--- src/rtl/utf8sf_pkg.sv ---
`timescale 1ns / 1ps
`default_nettype none
// ----------------------------------------------------------------------------
// utf8sf_pkg
// Shared constants, types and helpers for the UTF-8 stream filter.
// ----------------------------------------------------------------------------
package utf8sf_pkg;

	localparam int GRP_MAX    = 4;   // longest character group
	localparam int HOLD_DEPTH = 3;   // bytes kept while a group is open
	localparam int FIFO_DEPTH = 4;
	localparam int FIFO_AW    = $clog2(FIFO_DEPTH);

	localparam logic [7:0] QMARK     = 8'd63;
	localparam logic [7:0] CH_TAB    = 8'd9;
	localparam logic [7:0] CH_LF     = 8'd10;
	localparam logic [7:0] CH_SPACE  = 8'd32;
	localparam logic [7:0] CH_DEL    = 8'd127;

	localparam logic [2:0] LEN_NONE  = 3'd0;
	localparam logic [2:0] LEN_TWO   = 3'd2;
	localparam logic [2:0] LEN_THREE = 3'd3;
	localparam logic [2:0] LEN_FOUR  = 3'd4;

	// One finished character group, handed from front to back.
	typedef struct packed {
		logic [GRP_MAX-1:0][7:0] bytes;
		logic [1:0]              last_idx;  // group length minus one
		logic                    bad;       // replace every byte with '?'
		logic                    buf_last;  // group closes the buffer
		logic                    buf_ok;    // buffer validity through this group
	} grp_rec_t;

	function automatic logic [2:0] lead_len(input logic [7:0] b);
		if ((b & 8'd248) == 8'd240)
			return LEN_FOUR;
		else if ((b & 8'd240) == 8'd224)
			return LEN_THREE;
		else if ((b & 8'd224) == 8'd192)
			return LEN_TWO;
		else
			return LEN_NONE;
	endfunction

	function automatic logic is_cont(input logic [7:0] b);
		return b[7:6] == 2'b10;
	endfunction

endpackage
`default_nettype wire

--- src/rtl/utf8_stream_filter_core.sv ---
`timescale 1ns / 1ps
`default_nettype none
// ----------------------------------------------------------------------------
// utf8_stream_filter_core
// UTF-8 validating filter: passes valid characters, replaces each byte of an
// invalid or cut-short group with '?', and tracks whole-buffer validity.
// ----------------------------------------------------------------------------
//  channel   dir  tdata          tuser                      tlast
//  s_axis    in   data_byte      -                          last_in_buffer
//  m_axis    out  out_byte       [0] run_end [1] buffer_ok  buffer_end
//  cfg       in   cfg_wdata = allow_control, written when cfg_we is high
//
// One input byte is taken per cycle unless the group queue is full, and one
// output byte is sent per cycle while m_axis_tready is high. A group of n
// bytes is released as n output bytes once its last byte is in.
// A four-entry group queue sits between the classifier and the output
// unroller; s_axis_tready drops only when that queue is full.
// Reset clears all control state; no clearing pass is needed.
// ----------------------------------------------------------------------------
module utf8_stream_filter_core (
	input  wire logic       clk,
	input  wire logic       arst_n,
	input  wire logic       cfg_we,
	input  wire logic       cfg_wdata,
	input  wire logic       s_axis_tvalid,
	output logic            s_axis_tready,
	input  wire logic [7:0] s_axis_tdata,   // [7:0] data_byte
	input  wire logic       s_axis_tlast,
	output logic            m_axis_tvalid,
	input  wire logic       m_axis_tready,
	output logic [7:0]      m_axis_tdata,   // [7:0] out_byte
	output logic [1:0]      m_axis_tuser,   // [0] run_end, [1] buffer_ok
	output logic            m_axis_tlast
);

	utf8sf_pkg::grp_rec_t push_rec;
	utf8sf_pkg::grp_rec_t head;
	logic                 push;
	logic                 full;
	logic                 pop;
	logic                 empty;

	utf8sf_front u_front (
		.clk       (clk),
		.arst_n    (arst_n),
		.cfg_we    (cfg_we),
		.cfg_wdata (cfg_wdata),
		.in_valid  (s_axis_tvalid),
		.in_byte   (s_axis_tdata),
		.in_last   (s_axis_tlast),
		.in_ready  (s_axis_tready),
		.rec_push  (push),
		.rec       (push_rec),
		.rec_full  (full)
	);

	utf8sf_fifo u_fifo (
		.clk      (clk),
		.arst_n   (arst_n),
		.push     (push),
		.push_rec (push_rec),
		.full     (full),
		.pop      (pop),
		.head     (head),
		.empty    (empty)
	);

	utf8sf_back u_back (
		.clk         (clk),
		.arst_n      (arst_n),
		.head        (head),
		.empty       (empty),
		.pop         (pop),
		.out_valid   (m_axis_tvalid),
		.out_ready   (m_axis_tready),
		.out_byte    (m_axis_tdata),
		.out_run_end (m_axis_tuser[0]),
		.out_buf_end (m_axis_tlast),
		.out_buf_ok  (m_axis_tuser[1])
	);

endmodule
`default_nettype wire

--- src/rtl/utf8sf_front.sv ---
`timescale 1ns / 1ps
`default_nettype none
// ----------------------------------------------------------------------------
// utf8sf_front
// Classifies incoming bytes, assembles multi-byte groups and emits one
// group record per finished group.
// ----------------------------------------------------------------------------
module utf8sf_front (
	input  wire logic                clk,
	input  wire logic                arst_n,
	input  wire logic                cfg_we,
	input  wire logic                cfg_wdata,
	input  wire logic                in_valid,
	input  wire logic [7:0]          in_byte,
	input  wire logic                in_last,
	output logic                     in_ready,
	output logic                     rec_push,
	output utf8sf_pkg::grp_rec_t     rec,
	input  wire logic                rec_full
);

	logic                 allow_ctrl_q;
	logic [utf8sf_pkg::HOLD_DEPTH-1:0][7:0] held_q;
	logic [1:0]           held_cnt_q;
	logic [2:0]           grp_len_q;
	logic                 valid_q;

	logic                 take;
	logic                 emit;
	logic                 hold;
	logic                 bad;
	logic [2:0]           len_new;
	logic [2:0]           cnt;

	assign in_ready = !rec_full;
	assign take     = in_valid && in_ready;
	assign len_new  = utf8sf_pkg::lead_len(in_byte);
	assign cnt      = {1'b0, held_cnt_q} + 3'd1;

	always_comb begin
		emit          = 1'b0;
		hold          = 1'b0;
		bad           = 1'b0;
		rec.bytes[0]  = (held_cnt_q > 2'd0) ? held_q[0] : in_byte;
		rec.bytes[1]  = (held_cnt_q > 2'd1) ? held_q[1] : in_byte;
		rec.bytes[2]  = (held_cnt_q > 2'd2) ? held_q[2] : in_byte;
		rec.bytes[3]  = in_byte;
		rec.last_idx  = held_cnt_q;
		if (grp_len_q == utf8sf_pkg::LEN_NONE) begin
			rec.last_idx = 2'd0;
			if ((in_byte >= utf8sf_pkg::CH_SPACE && in_byte < utf8sf_pkg::CH_DEL) ||
			    in_byte == utf8sf_pkg::CH_TAB || in_byte == utf8sf_pkg::CH_LF) begin
				emit = 1'b1;
			end else if (in_byte < utf8sf_pkg::CH_SPACE || in_byte == utf8sf_pkg::CH_DEL) begin
				emit = 1'b1;
				bad  = !allow_ctrl_q;
			end else if (len_new == utf8sf_pkg::LEN_NONE || in_last) begin
				emit = 1'b1;
				bad  = 1'b1;
			end else begin
				hold = 1'b1;
			end
		end else if (cnt >= grp_len_q) begin
			// group complete: check lead of a 4-byte group and all continuations
			emit = 1'b1;
			bad  = (grp_len_q == utf8sf_pkg::LEN_FOUR && held_q[0][2:0] != 3'd0) ||
			       (held_cnt_q > 2'd1 && !utf8sf_pkg::is_cont(held_q[1])) ||
			       (held_cnt_q > 2'd2 && !utf8sf_pkg::is_cont(held_q[2])) ||
			       !utf8sf_pkg::is_cont(in_byte);
		end else if (in_last) begin
			emit = 1'b1;
			bad  = 1'b1;
		end else begin
			hold = 1'b1;
		end
		rec.bad      = bad;
		rec.buf_last = in_last;
		rec.buf_ok   = valid_q && !bad;
	end

	assign rec_push = take && emit;

	always_ff @(posedge clk or negedge arst_n) begin
		if (!arst_n) begin
			allow_ctrl_q <= 1'b0;
			held_cnt_q   <= 2'd0;
			grp_len_q    <= utf8sf_pkg::LEN_NONE;
			valid_q      <= 1'b1;
		end else begin
			if (cfg_we)
				allow_ctrl_q <= cfg_wdata;
			if (take) begin
				if (hold) begin
					held_cnt_q <= cnt[1:0];
					if (grp_len_q == utf8sf_pkg::LEN_NONE)
						grp_len_q <= len_new;
				end else begin
					held_cnt_q <= 2'd0;
					grp_len_q  <= utf8sf_pkg::LEN_NONE;
					valid_q    <= in_last ? 1'b1 : (valid_q && !bad);
				end
			end
		end
	end

	// held bytes need no reset: only entries written in this group are read
	always_ff @(posedge clk) begin
		if (take && hold)
			held_q[held_cnt_q] <= in_byte;
	end

endmodule
`default_nettype wire

--- src/rtl/utf8sf_fifo.sv ---
`timescale 1ns / 1ps
`default_nettype none
// ----------------------------------------------------------------------------
// utf8sf_fifo
// Short queue of group records between front and back.
// ----------------------------------------------------------------------------
module utf8sf_fifo (
	input  wire logic                clk,
	input  wire logic                arst_n,
	input  wire logic                push,
	input  utf8sf_pkg::grp_rec_t     push_rec,
	output logic                     full,
	input  wire logic                pop,
	output utf8sf_pkg::grp_rec_t     head,
	output logic                     empty
);

	utf8sf_pkg::grp_rec_t            mem_q [utf8sf_pkg::FIFO_DEPTH];
	logic [utf8sf_pkg::FIFO_AW-1:0]  wr_ptr_q;
	logic [utf8sf_pkg::FIFO_AW-1:0]  rd_ptr_q;
	logic [utf8sf_pkg::FIFO_AW:0]    count_q;

	assign full  = count_q == (utf8sf_pkg::FIFO_AW+1)'(utf8sf_pkg::FIFO_DEPTH);
	assign empty = count_q == '0;
	assign head  = mem_q[rd_ptr_q];

	always_ff @(posedge clk or negedge arst_n) begin
		if (!arst_n) begin
			wr_ptr_q <= '0;
			rd_ptr_q <= '0;
			count_q  <= '0;
		end else begin
			if (push)
				wr_ptr_q <= wr_ptr_q + (utf8sf_pkg::FIFO_AW)'(1);
			if (pop)
				rd_ptr_q <= rd_ptr_q + (utf8sf_pkg::FIFO_AW)'(1);
			if (push && !pop)
				count_q <= count_q + (utf8sf_pkg::FIFO_AW+1)'(1);
			else if (pop && !push)
				count_q <= count_q - (utf8sf_pkg::FIFO_AW+1)'(1);
		end
	end

	always_ff @(posedge clk) begin
		if (push)
			mem_q[wr_ptr_q] <= push_rec;
	end

endmodule
`default_nettype wire

--- src/rtl/utf8sf_back.sv ---
`timescale 1ns / 1ps
`default_nettype none
// ----------------------------------------------------------------------------
// utf8sf_back
// Unrolls each group record into output bytes, one per cycle unless
// out_ready holds the output, into an output register.
// ----------------------------------------------------------------------------
module utf8sf_back (
	input  wire logic                clk,
	input  wire logic                arst_n,
	input  utf8sf_pkg::grp_rec_t     head,
	input  wire logic                empty,
	output logic                     pop,
	output logic                     out_valid,
	input  wire logic                out_ready,
	output logic [7:0]               out_byte,
	output logic                     out_run_end,
	output logic                     out_buf_end,
	output logic                     out_buf_ok
);

	logic [1:0] idx_q;
	logic       out_valid_q;
	logic [7:0] byte_q;
	logic       run_end_q;
	logic       buf_end_q;
	logic       buf_ok_q;

	logic       load;
	logic       run_end;

	assign load    = !empty && (!out_valid_q || out_ready);
	assign run_end = idx_q == head.last_idx;
	assign pop     = load && run_end;

	always_ff @(posedge clk or negedge arst_n) begin
		if (!arst_n) begin
			idx_q       <= 2'd0;
			out_valid_q <= 1'b0;
		end else begin
			if (load)
				idx_q <= run_end ? 2'd0 : idx_q + 2'd1;
			if (load)
				out_valid_q <= 1'b1;
			else if (out_ready)
				out_valid_q <= 1'b0;
		end
	end

	always_ff @(posedge clk) begin
		if (load) begin
			byte_q    <= head.bad ? utf8sf_pkg::QMARK : head.bytes[idx_q];
			run_end_q <= run_end;
			buf_end_q <= run_end && head.buf_last;
			buf_ok_q  <= head.buf_ok;
		end
	end

	assign out_valid   = out_valid_q;
	assign out_byte    = byte_q;
	assign out_run_end = run_end_q;
	assign out_buf_end = buf_end_q;
	assign out_buf_ok  = buf_ok_q;

endmodule
`default_nettype wire
--- config.mk ---
export PLATFORM = sky130hd
export DESIGN_NAME = utf8_stream_filter_core
export DESIGN_NICKNAME = d
export VERILOG_FILES = /design/src/rtl/utf8sf_pkg.sv /design/src/rtl/utf8_stream_filter_core.sv /design/src/rtl/utf8sf_front.sv /design/src/rtl/utf8sf_fifo.sv /design/src/rtl/utf8sf_back.sv
export SDC_FILE = /design/constraint.sdc
export NUM_CORES = 1
export LEC_CHECK = 0
export ABC_AREA = 1
export BUFFER_PORTS_ARGS = -buffer_cell sky130_fd_sc_hd__buf_2
export CAP_MARGIN = 20
export CORE_UTILIZATION = 40
export DETAILED_ROUTE_END_ITERATION = 8
export HOLD_SLACK_MARGIN = 0.05
export PLACE_DENSITY = 0.64
export SLEW_MARGIN = 15
export SYNTH_ARGS = -nofsm -noshare
export SYNTH_HDL_FRONTEND = slang
export SYNTH_SLANG_ARGS = --single-unit
--- constraint.sdc ---
create_clock -name clk -period 6 [get_ports clk]
set_clock_uncertainty 0.1 [all_clocks]
set_input_delay 0 -clock clk [delete_from_list [all_inputs] [get_ports clk]]
set_output_delay 0 -clock clk [all_outputs]
set_load 0.01 [all_outputs]
# Yosys cells after proc, flatten, opt, wreduce, memory -nomap -nowiden
# Memories as Yosys holds them, arrays and structs flattened.
# Cells that the tools add are included.
# classes
add_sub_neg	6
order_cmp	10
n_eq_ne	13
n_mux	39
n_bitwise	1
reduce_logical	40
# ops
operator	n
$mux W8	5
$bwmux W24	1
$mux W1	21
$bmux W8 S2	1
$demux W8 S2	1
$eq A8 B4 Y1 const B	2
$mux W3	5
$logic_and A1 B1 Y1	14
$logic_not A1 Y1	10
$mux W2	5
$eq A3 B3 Y1 const B	3
$logic_not A3 Y1	3
$eq A8 B7 Y1 const B	1
$ge A8 B6 Y1 const B	1
$logic_or A1 B1 Y1	8
$lt A8 B6 Y1 const B	1
$lt A8 B7 Y1 const B	1
$add A2 B1 Y2 const B	3
$eq A2 B2 Y1 const B	3
$lt A2 B3 Y1 const B	2
$eq A5 B5 Y1 const B	1
$eq A4 B4 Y1 const B	1
$gt A2 B1 Y1 const B	2
$reduce_and A2 Y1	2
11 further kinds	12
# totals
reg_bits	52
ramBits	148
output_inout_bits	13
elab_cells	126
mem_count	1
# mem_list
name	words	width	rd	rd_ports_with_merged_regs	wr	line_no	rtl
u_fifo.mem_q	4	37	1	0	1	utf8sf_fifo.sv:18	utf8sf_pkg::grp_rec_t mem_q [utf8sf_pkg::FIFO_DEPTH];

# Depth between registers and ports, before layout
# Gate-level depths: netlist of the first run.
# logic_depth
word_depth	15
mapped_depth	15
depth_no_buf	15

# Modules after synthesis
# Synthesis of the first run repeated with hierarchy kept, for this count alone.
# hier_totals
cells_unflattened	792
hier_area_um2	8987.4
# modules_own_cells
module	instances	cells_per_inst	area_each_um2	seq_area_each_um2
utf8sf_fifo	1	480	6369.9	4619.4
utf8sf_front	1	198	1771.7	897.1
utf8sf_back	1	114	845.8	405.4

# Worst setup path after synthesis of the first run
# No wires, ideal clock.
# synth_path
path_kind	flip-flop to flip-flop
startpoint	register u_front.held_cnt_q[0]
endpoint	memory u_fifo.mem_q[0][0] (netlist bit), enable pin
setup_time_ns	0.431
t_arrival_ns	3.132
setup_slack_ns	2.337
stages_incl_launch_ff	10
period_less_slack_ns	3.663
path_cell_list	dfrtp_1 -> inv_1 -> ha_1 -> ha_1 -> nand3_1 -> nand4_1 -> nand2_1 -> nand2_2 -> nand2_2 -> nor2_1
# synth_via
elab_chain_len	7
# synth_lines
element	line_no	rtl
start: declaration	utf8sf_front.sv:24	logic [1:0] held_cnt_q;
start signal: assignment	utf8sf_front.sv:94	held_cnt_q <= cnt[1:0];
$add A2 B1 Y3	utf8sf_front.sv:38	assign cnt = {1'b0, held_cnt_q} + 3'd1;
$ge A3 B3 Y1	utf8sf_front.sv:63	end else if (cnt >= grp_len_q) begin
$mux W1	utf8sf_front.sv:63	
$mux W1	utf8sf_front.sv:49	if (grp_len_q == utf8sf_pkg::LEN_NONE) begin
$logic_and A1 B1 Y1	utf8sf_front.sv:81	assign rec_push = take && emit;
$mux W1	utf8sf_fifo.sv:45	if (push)
$mux W1 (not written as such)	utf8sf_fifo.sv:46	mem_q[wr_ptr_q] <= push_rec;
end: declaration	utf8sf_fifo.sv:18	
# No other way between the ends.

# Worst setup path after layout of the first run
# layout_path
startpoint	register u_fifo.rd_ptr_q[0] (netlist bit)
endpoint	register u_fifo.count_q[2] (netlist bit)
# layout_via
elab_chain_len	6
# layout_lines
element	line_no	rtl
start: declaration	utf8sf_fifo.sv:20	logic [utf8sf_pkg::FIFO_AW-1:0] rd_ptr_q;
start signal: assignment	utf8sf_fifo.sv:36	rd_ptr_q <= rd_ptr_q + (utf8sf_pkg::FIFO_AW)'(1);
$mem_v2 Z4 W37 (*)	n/a	
$eq A2 B2 Y1 (*)	utf8sf_back.sv:33	assign run_end = idx_q == head.last_idx;
$logic_and A1 B1 Y1 (*)	utf8sf_back.sv:34	assign pop = load && run_end;
$logic_not A1 Y1	utf8sf_fifo.sv:37	if (push && !pop)
$logic_and A1 B1 Y1	utf8sf_fifo.sv:37	
$mux W3 or $reduce_bool A2 Y1 (tied branches)	n/a	
end signal: assignment	utf8sf_fifo.sv:38	count_q <= count_q + (utf8sf_pkg::FIFO_AW+1)'(1);
end signal: assignment	utf8sf_fifo.sv:40	count_q <= count_q - (utf8sf_pkg::FIFO_AW+1)'(1);
end: declaration	utf8sf_fifo.sv:21	logic [utf8sf_pkg::FIFO_AW:0] count_q;
# Mark *: on every way between the ends. The rest lies on a longest branch, timed or not.
# A chain may end at the register's enable or synchronous reset.

==> metrics, run 1 <==
Max Fclk just under 300 MHz; count leader, synth edfxtp_1; met2 wire length approximately 8700 um; RSZ-0062 raised after global routing false; most frequent cells after synthesis edfxtp_1 (183), nor2_1 (98), o21ai_0 (78); Initial Util approximately two fifths; Worst Max-Slew Pin Slew between 0.9 and 1 ns; FILL cells around 1.8k; PwrDens approximately 470 nW/um^2; DR top layer met4; maximum clock path buffer count 2; DRC errors left 0; n_diodes 0; number of placed I/O pins 28; critical path endpoint category flop; Routed Antenna Nets 0; P_leak around 3.4 nW; Routed wire per std cell roughly 19 um; # Post-CTS Setup Buffers 0; DR vias/cell about 5.4; CP startpoint kind flop; CP required slightly above 6 ns; Max-Cap Viols 0; met3 wire len a little over 1000 um; EDFF count, synth 183; Post-Route WL 18300 um; number of synthesis warnings 0; Final setup viols 0; fraction of registers with async set/reset under 10%; Final min period approximately 3.5 ns; sequential share of the synthesized area between 70% and 80%; I/O Buffers 27; CP Class flop to flop; Global Route Usage Sum around 18%; Final period util 57.6%; # clock sinks 200; clock latency on the worst-skew pair roughly 0.43 ns; layout overhead on the synthesized area 14.5%; CTS Buf Count 17; R2R Path End u_fifo.count_q[2]; Worst EP arrival roughly 3.7 ns; Rows 52; layout cell share with drive strength beyond 1 11.1%; post-synth net total 698; Pre-antenna DRT Iters 5; TNS Setup 0 ns; Via Count roughly 5.3k; post-place setup slack about 2.5 ns; end of the critical path u_fifo.count_q[2]; predominant post-synthesis flop cell edfxtp_1; Die Area roughly 21000 um^2; cell depth of the worst flop-to-flop path 16; status finished, final reports clean; largest net degree at the start of global routing 78; met1 WL approximately 8300 um; H-tree levels 4; Chip Width 146 um; vias in the first global route 5147; clk slew on worst S/H paths ~0.07 ns; Slew headroom between 30% and 40%; initial antenna violation count 0; Placer Congestion approximately 0.88; dpl hpwl about 11000 um; internal reg-to-reg setup slack approximately 2.5 ns; DIE HEIGHT 146 um; leading area contributor after synthesis edfxtp_1; total grt overflow 0; top area cells in the synthesized netlist edfxtp_1 (66%), dfrtp_1 (4.8%), o21ai_0 (4.7%), nor2_1 (4.4%), nand2_1 (3.4%); Crit Path Max Fanout 77; Final WS setup 2.55 ns; Mapped Area between 8000 and 9000 um^2; Mapped Cells ~670; Yosys cell types 34; Critical Path Start u_fifo.rd_ptr_q[0]; worst reg2reg startpoint u_fifo.rd_ptr_q[0]; final slew viol count 0; maximum VDD drop 0.235 mV; Layout Nets 735; core footprint a little over 20000 um^2; TritonCTS clock tree yes; Syn Area/Cell roughly 12 um^2; drt initial violations 504; first-pass GRT wire length 28800 um; top-area cell type share of the netlist area about two thirds; CTS root buffer clkbuf_16; Fin. Hold Viols 0; Tightest Hold Check Type input pin to flop; CTS resizes 0; #FFs+latches synth 200
## timing repair
action | CTS | global route
setup endpoints to repair | 0 | 0
hold buffers | 16 | 0
hold endpoints to repair | 98 | 0
## power breakdown
part / total [mW] / switching (mW) / internal [mW]
sequential: 1.98 / 0.116 / 1.87
combinational: 1.31 / 0.924 / 0.383
clock: 1.22 / 0.482 / 0.737
## worst max-delay path, cell delays in order (launching register included)
cell,delay (ns)
dfrtp_2,0.38
buf_4,0.34
inv_2,0.10
buf_4,0.59
nand2_1,0.12
nand3_1,0.10
nand2_1,0.06
xor2_1,0.14
nand2_1,0.21
nor2_4,0.06
inv_2,0.09
ha_1,0.14
inv_1,0.07
fa_1,0.38
a21oi_1,0.14
o21ai_0,0.12
xnor2_1,0.14
## cells in the final DEF (no fill, tap or decap), drive strengths merged, types with 4 or more instances in the layout
cell type and n:
bufinv 5, nand3 35, o21ai 82, dlygate4sd3 16, ha 13, o31ai 5
o221ai 26, buf 35, xor2 5, nand4 4, clkinv 5, inv 49
clkbuf 19, nand2 77, nor2 100, dfrtp 16, edfxtp 183, a21oi 25
## per-layer routing
| layer | vias up | global-route usage (%) |
|---|---|---|
| met2 | 205 | 28.3 |
| met3 | 25 | 2.92 |
| met4 | 0 | 7.14 |
| met5 | - | 0 |
| li1 | 2467 | - |
| met1 | 2647 | 25.3 |
## layout make-up
class / count / area (um^2) / share of cell area (%)
clock buffers: 19 / 433 / 4.56
clock inverters: 12 / 199 / 2.10
inverters: 50 / 188 / 1.98
multi-input cells: 386 / 2060 / 21.7
flip-flops and latches: 200 / 5920 / 62.4
well taps: 270 / 338 / 3.56
repair buffers: 51 / 355 / 3.74
## sequential cells by signal, indices dropped and copies added (netlist names)
register	flops
u_back.out_byte	8
u_back.out_valid	1
u_fifo.mem_q	148
u_front.valid_q	1
u_back.out_run_end	1
u_front.grp_len_q	3
u_fifo.wr_ptr_q	2
u_front.held_cnt_q	2
u_fifo.count_q	3
u_back.idx_q	2
u_back.out_buf_end	1
u_fifo.rd_ptr_q	2
u_back.out_buf_ok	1
u_front.held_q	24
u_front.allow_ctrl_q	1
## how the worst min path moves through the flow
stage                                       to  depth (start not counted)  slack [ns]  startpoint
after CTS                 u_front.allow_ctrl_q                          3        0.25      cfg_we
after global routing      u_front.allow_ctrl_q                          3        0.26      cfg_we
final                     u_front.allow_ctrl_q                          3        0.25      cfg_we
after detailed placement       u_back.idx_q[0]                          1       -0.14      arst_n
after global placement        u_back.out_valid                          1       -0.15      arst_n
after floorplan                u_back.idx_q[0]                          0       -0.40      arst_n
## through the flow
stage          std cells  hold WS [ns]  util, %  power, mW  cell area, um^2
3_3_place_gp         941        -0.150     42.9       3.26             8700
3_5_place_dp         941        -0.141     42.9       3.31             8700
2_1_floorplan        669        -0.396        -       2.89             8290
6_report             988         0.254     46.8       4.51             9490
5_1_grt              988         0.265     46.8       4.75             9490
4_1_cts              988         0.245     46.8       4.53             9490
## kinds of logic (layout without fill, tap and decap cells)
group                    count (synthesis)  in the layout  synth area share (%)
AND/OR/NAND/NOR                        219            219                  10.9
flip-flops                             200            200                  71.4
AO/OA/AOI/OAI                          143            143                  10.2
buffers and inverters                   83            132                  4.16
adder cells (fa/ha/maj)                 14             14                  2.20
XOR/XNOR                                 7              7                 0.739
multiplexers                             3              3                 0.407
Note: power is estimated with default switching activity, not from simulation.
==> run 2, diff against run 1 <==
- PLACE_DENSITY: 0.64 -> 0.67
- clock period: 6 -> 2.8 ns (I/O delays scaled with it)
==> run 2 against run 1 <==
Sequential power is 110% higher. Wire length is 1.9% lower. Register-to-register slack worse by 2.4 ns. Via count is 1.1% lower. Critical path depth is 1 lower. Final cell count is 2.2% higher. Global-route usage is 0.49 points lower. Power is 110% higher. Final area is 1.5% higher. Worst setup slack worse by 2.4 ns.
==> metrics, run 2 (synthesis results as in run 1) <==
DIE HEIGHT 146 um (unchanged); Routed Antenna Nets 0 (unchanged); DR vias/cell 5.23 (-3.2%); RSZ-0062 raised after global routing false; Routed wire per std cell 17.8 um (-4.0%); core footprint 20300 um^2 (unchanged); clk slew on worst S/H paths 0.07 ns (about the same); final slew viol count 0 (unchanged); PwrDens 972 nW/um^2 (+100%); Final setup viols 0 (unchanged); # clock sinks 200 (unchanged); CTS Buf Count 17 (unchanged); Placer Congestion 0.808 (-8.1%); Final WS setup 0.154 ns (-2.39 ns); CTS root buffer clkbuf_16; Via Count 5287 (-1.1%); Chip Width 146 um (unchanged); cell depth of the worst flop-to-flop path 15 (-1); hold path depth 5 (+2); post-place setup slack 0.0773 ns (-2.46 ns); Fin. Hold Viols 0 (unchanged); first-pass GRT wire length 28300 um (-1.7%); vias in the first global route 5091 (-1.1%); maximum VDD drop 0.443 mV (+88%); CP Class flop to flop; placed inst area 8900 um^2 (+2.4%); Initial Util 40.9% (unchanged); Pre-antenna DRT Iters 5 (unchanged); layout overhead on the synthesized area 16.2%; fin cells 1010 (+2.2%); I/O Buffers 27 (unchanged); worst hold path endpoint u_back.out_valid; drt initial violations 539 (+6.9%); CP startpoint kind flop; H-tree levels 4 (unchanged); Final min period 2.65 ns (-0.808 ns); TNS Setup 0 ns (unchanged); Tightest Hold Check Type input pin to flop; Crit Path Max Fanout 3 (-96%); n_diodes 0 (unchanged); status finished, final reports clean; initial antenna violation count 0 (unchanged); Max-Cap Viols 0 (unchanged); Die Area 21300 um^2 (unchanged); worst reg2reg startpoint u_front.held_cnt_q[1]; Largest Register u_fifo.mem_q; critical path endpoint category flop; WHS 0.278 ns (+0.0242 ns); P_leak 3.46 nW (+2.1%); Max Fclk 378 MHz (+31%); dpl hpwl 11200 um (+1.5%); Worst Max-Slew Pin Slew 0.916 ns (-0.0248 ns); R2R Path End u_fifo.count_q[2]; Rows 52 (unchanged); clock latency on the worst-skew pair 0.42 ns (about the same); leading cell type in the layout, fill and taps excluded edfxtp_1; Slew headroom 38.3% (+1.0 points); CP required 3.01 ns (-3.21 ns); total grt overflow 0 (unchanged); Global Route Usage Sum 17.6% (-0.49 points); Layout Nets 757 (+3.0%); most frequent cells in the layout edfxtp_1 (183), nor2_1 (94), o21ai_0 (77), nand2_1 (75), inv_1 (44); TritonCTS clock tree yes; layout cell share with drive strength beyond 1 13.8% (+2.6 points); Post-Route WL 18000 um (-1.9%); max reg flops 148 (unchanged); final core area utilization 47.5% (+0.71 points); number of placed I/O pins 28 (unchanged); design area 9640 um^2 (+1.5%); Final period util 94.5% (+37 points); largest net degree at the start of global routing 71 (-9.0%); maximum clock path buffer count 2 (unchanged); placed cell count 961 (+2.1%); DRC errors left 0 (unchanged); Worst EP arrival 2.86 ns (-0.81 ns); worst min-delay path startpoint m_axis_tready; Tot Pwr 9.37 mW (+110%); internal reg-to-reg setup slack 0.15 ns (-2.39 ns)
==> run 2: cell types whose count changed in the layout (fill, tap and decap cells not counted), moves of 3 or more <==
cell	previous run	this run
bufinv_16	5	1
buf_4	8	26
ha_1	13	10
buf_12	0	4
ha_4	0	3
clkinv_1	3	9
==> run 2: final cells by class <==
class / count / area, um^2
well taps: 270 / 338
flip-flops and latches: 200 / 5920
clock buffers: 18 / 429
clock inverters: 13 / 88.8
multi-input cells: 386 / 2100
repair buffers: 73 / 571
inverters: 50 / 188
fillers: 1807 / 10700
==> run 2: worst max-delay path: stages, from the launching register on <==
cell and delay, ns:
dfrtp_1 0.38, buf_4 0.14, ha_1 0.20, ha_4 0.28, nand3_1 0.09, nand4_1 0.13, nand2_1 0.09, nand2_2 0.09
nand2_4 0.05, inv_2 0.05, ha_1 0.14, inv_1 0.07, fa_1 0.38, a21oi_1 0.14, o21ai_1 0.09, xnor2_1 0.12
==> run 2: report_power, final <==
| part | internal (mW) | total (mW) | switching [mW] |
|---|---|---|---|
| clock | 1.19 | 2.19 | 0.996 |
| combinational | 0.958 | 3.00 | 2.04 |
| sequential | 3.99 | 4.18 | 0.191 |
==> run 2: layer usage <==
layer	routed length [um]	up-vias	GRT usage, %
met2	8470	180	27.5
met4	177	0	5.78
met5	0	-	0
li1	-	2510	-
met1	8260	2584	25.1
met3	1070	13	2.85
==> run 2: worst max path at each step <==
stage	start	end	slack, ns	depth (start not counted)
after global routing	u_front.held_cnt_q[1]	u_fifo.count_q[2]	0.01	15
after detailed placement	u_front.held_cnt_q[1]	u_fifo.count_q[2]	0.08	15
final	u_front.held_cnt_q[1]	u_fifo.count_q[2]	0.15	15
after floorplan	u_front.held_cnt_q[0]	u_fifo.mem_q[0][0]	-0.25	9
after CTS	u_front.held_cnt_q[1]	u_fifo.count_q[2]	0.07	15
after global placement	u_front.held_cnt_q[0]	u_fifo.count_q[2]	0.12	15
==> run 2: repair_timing <==
| action | CTS | global route |
|---|---|---|
| hold buffers | 16 | 0 |
| endpoints found under the setup margin | 0 | 2 |
| buffers inserted | 0 | 2 |
| resized for setup | 0 | 5 |
| endpoints found under the hold margin | 85 | 0 |
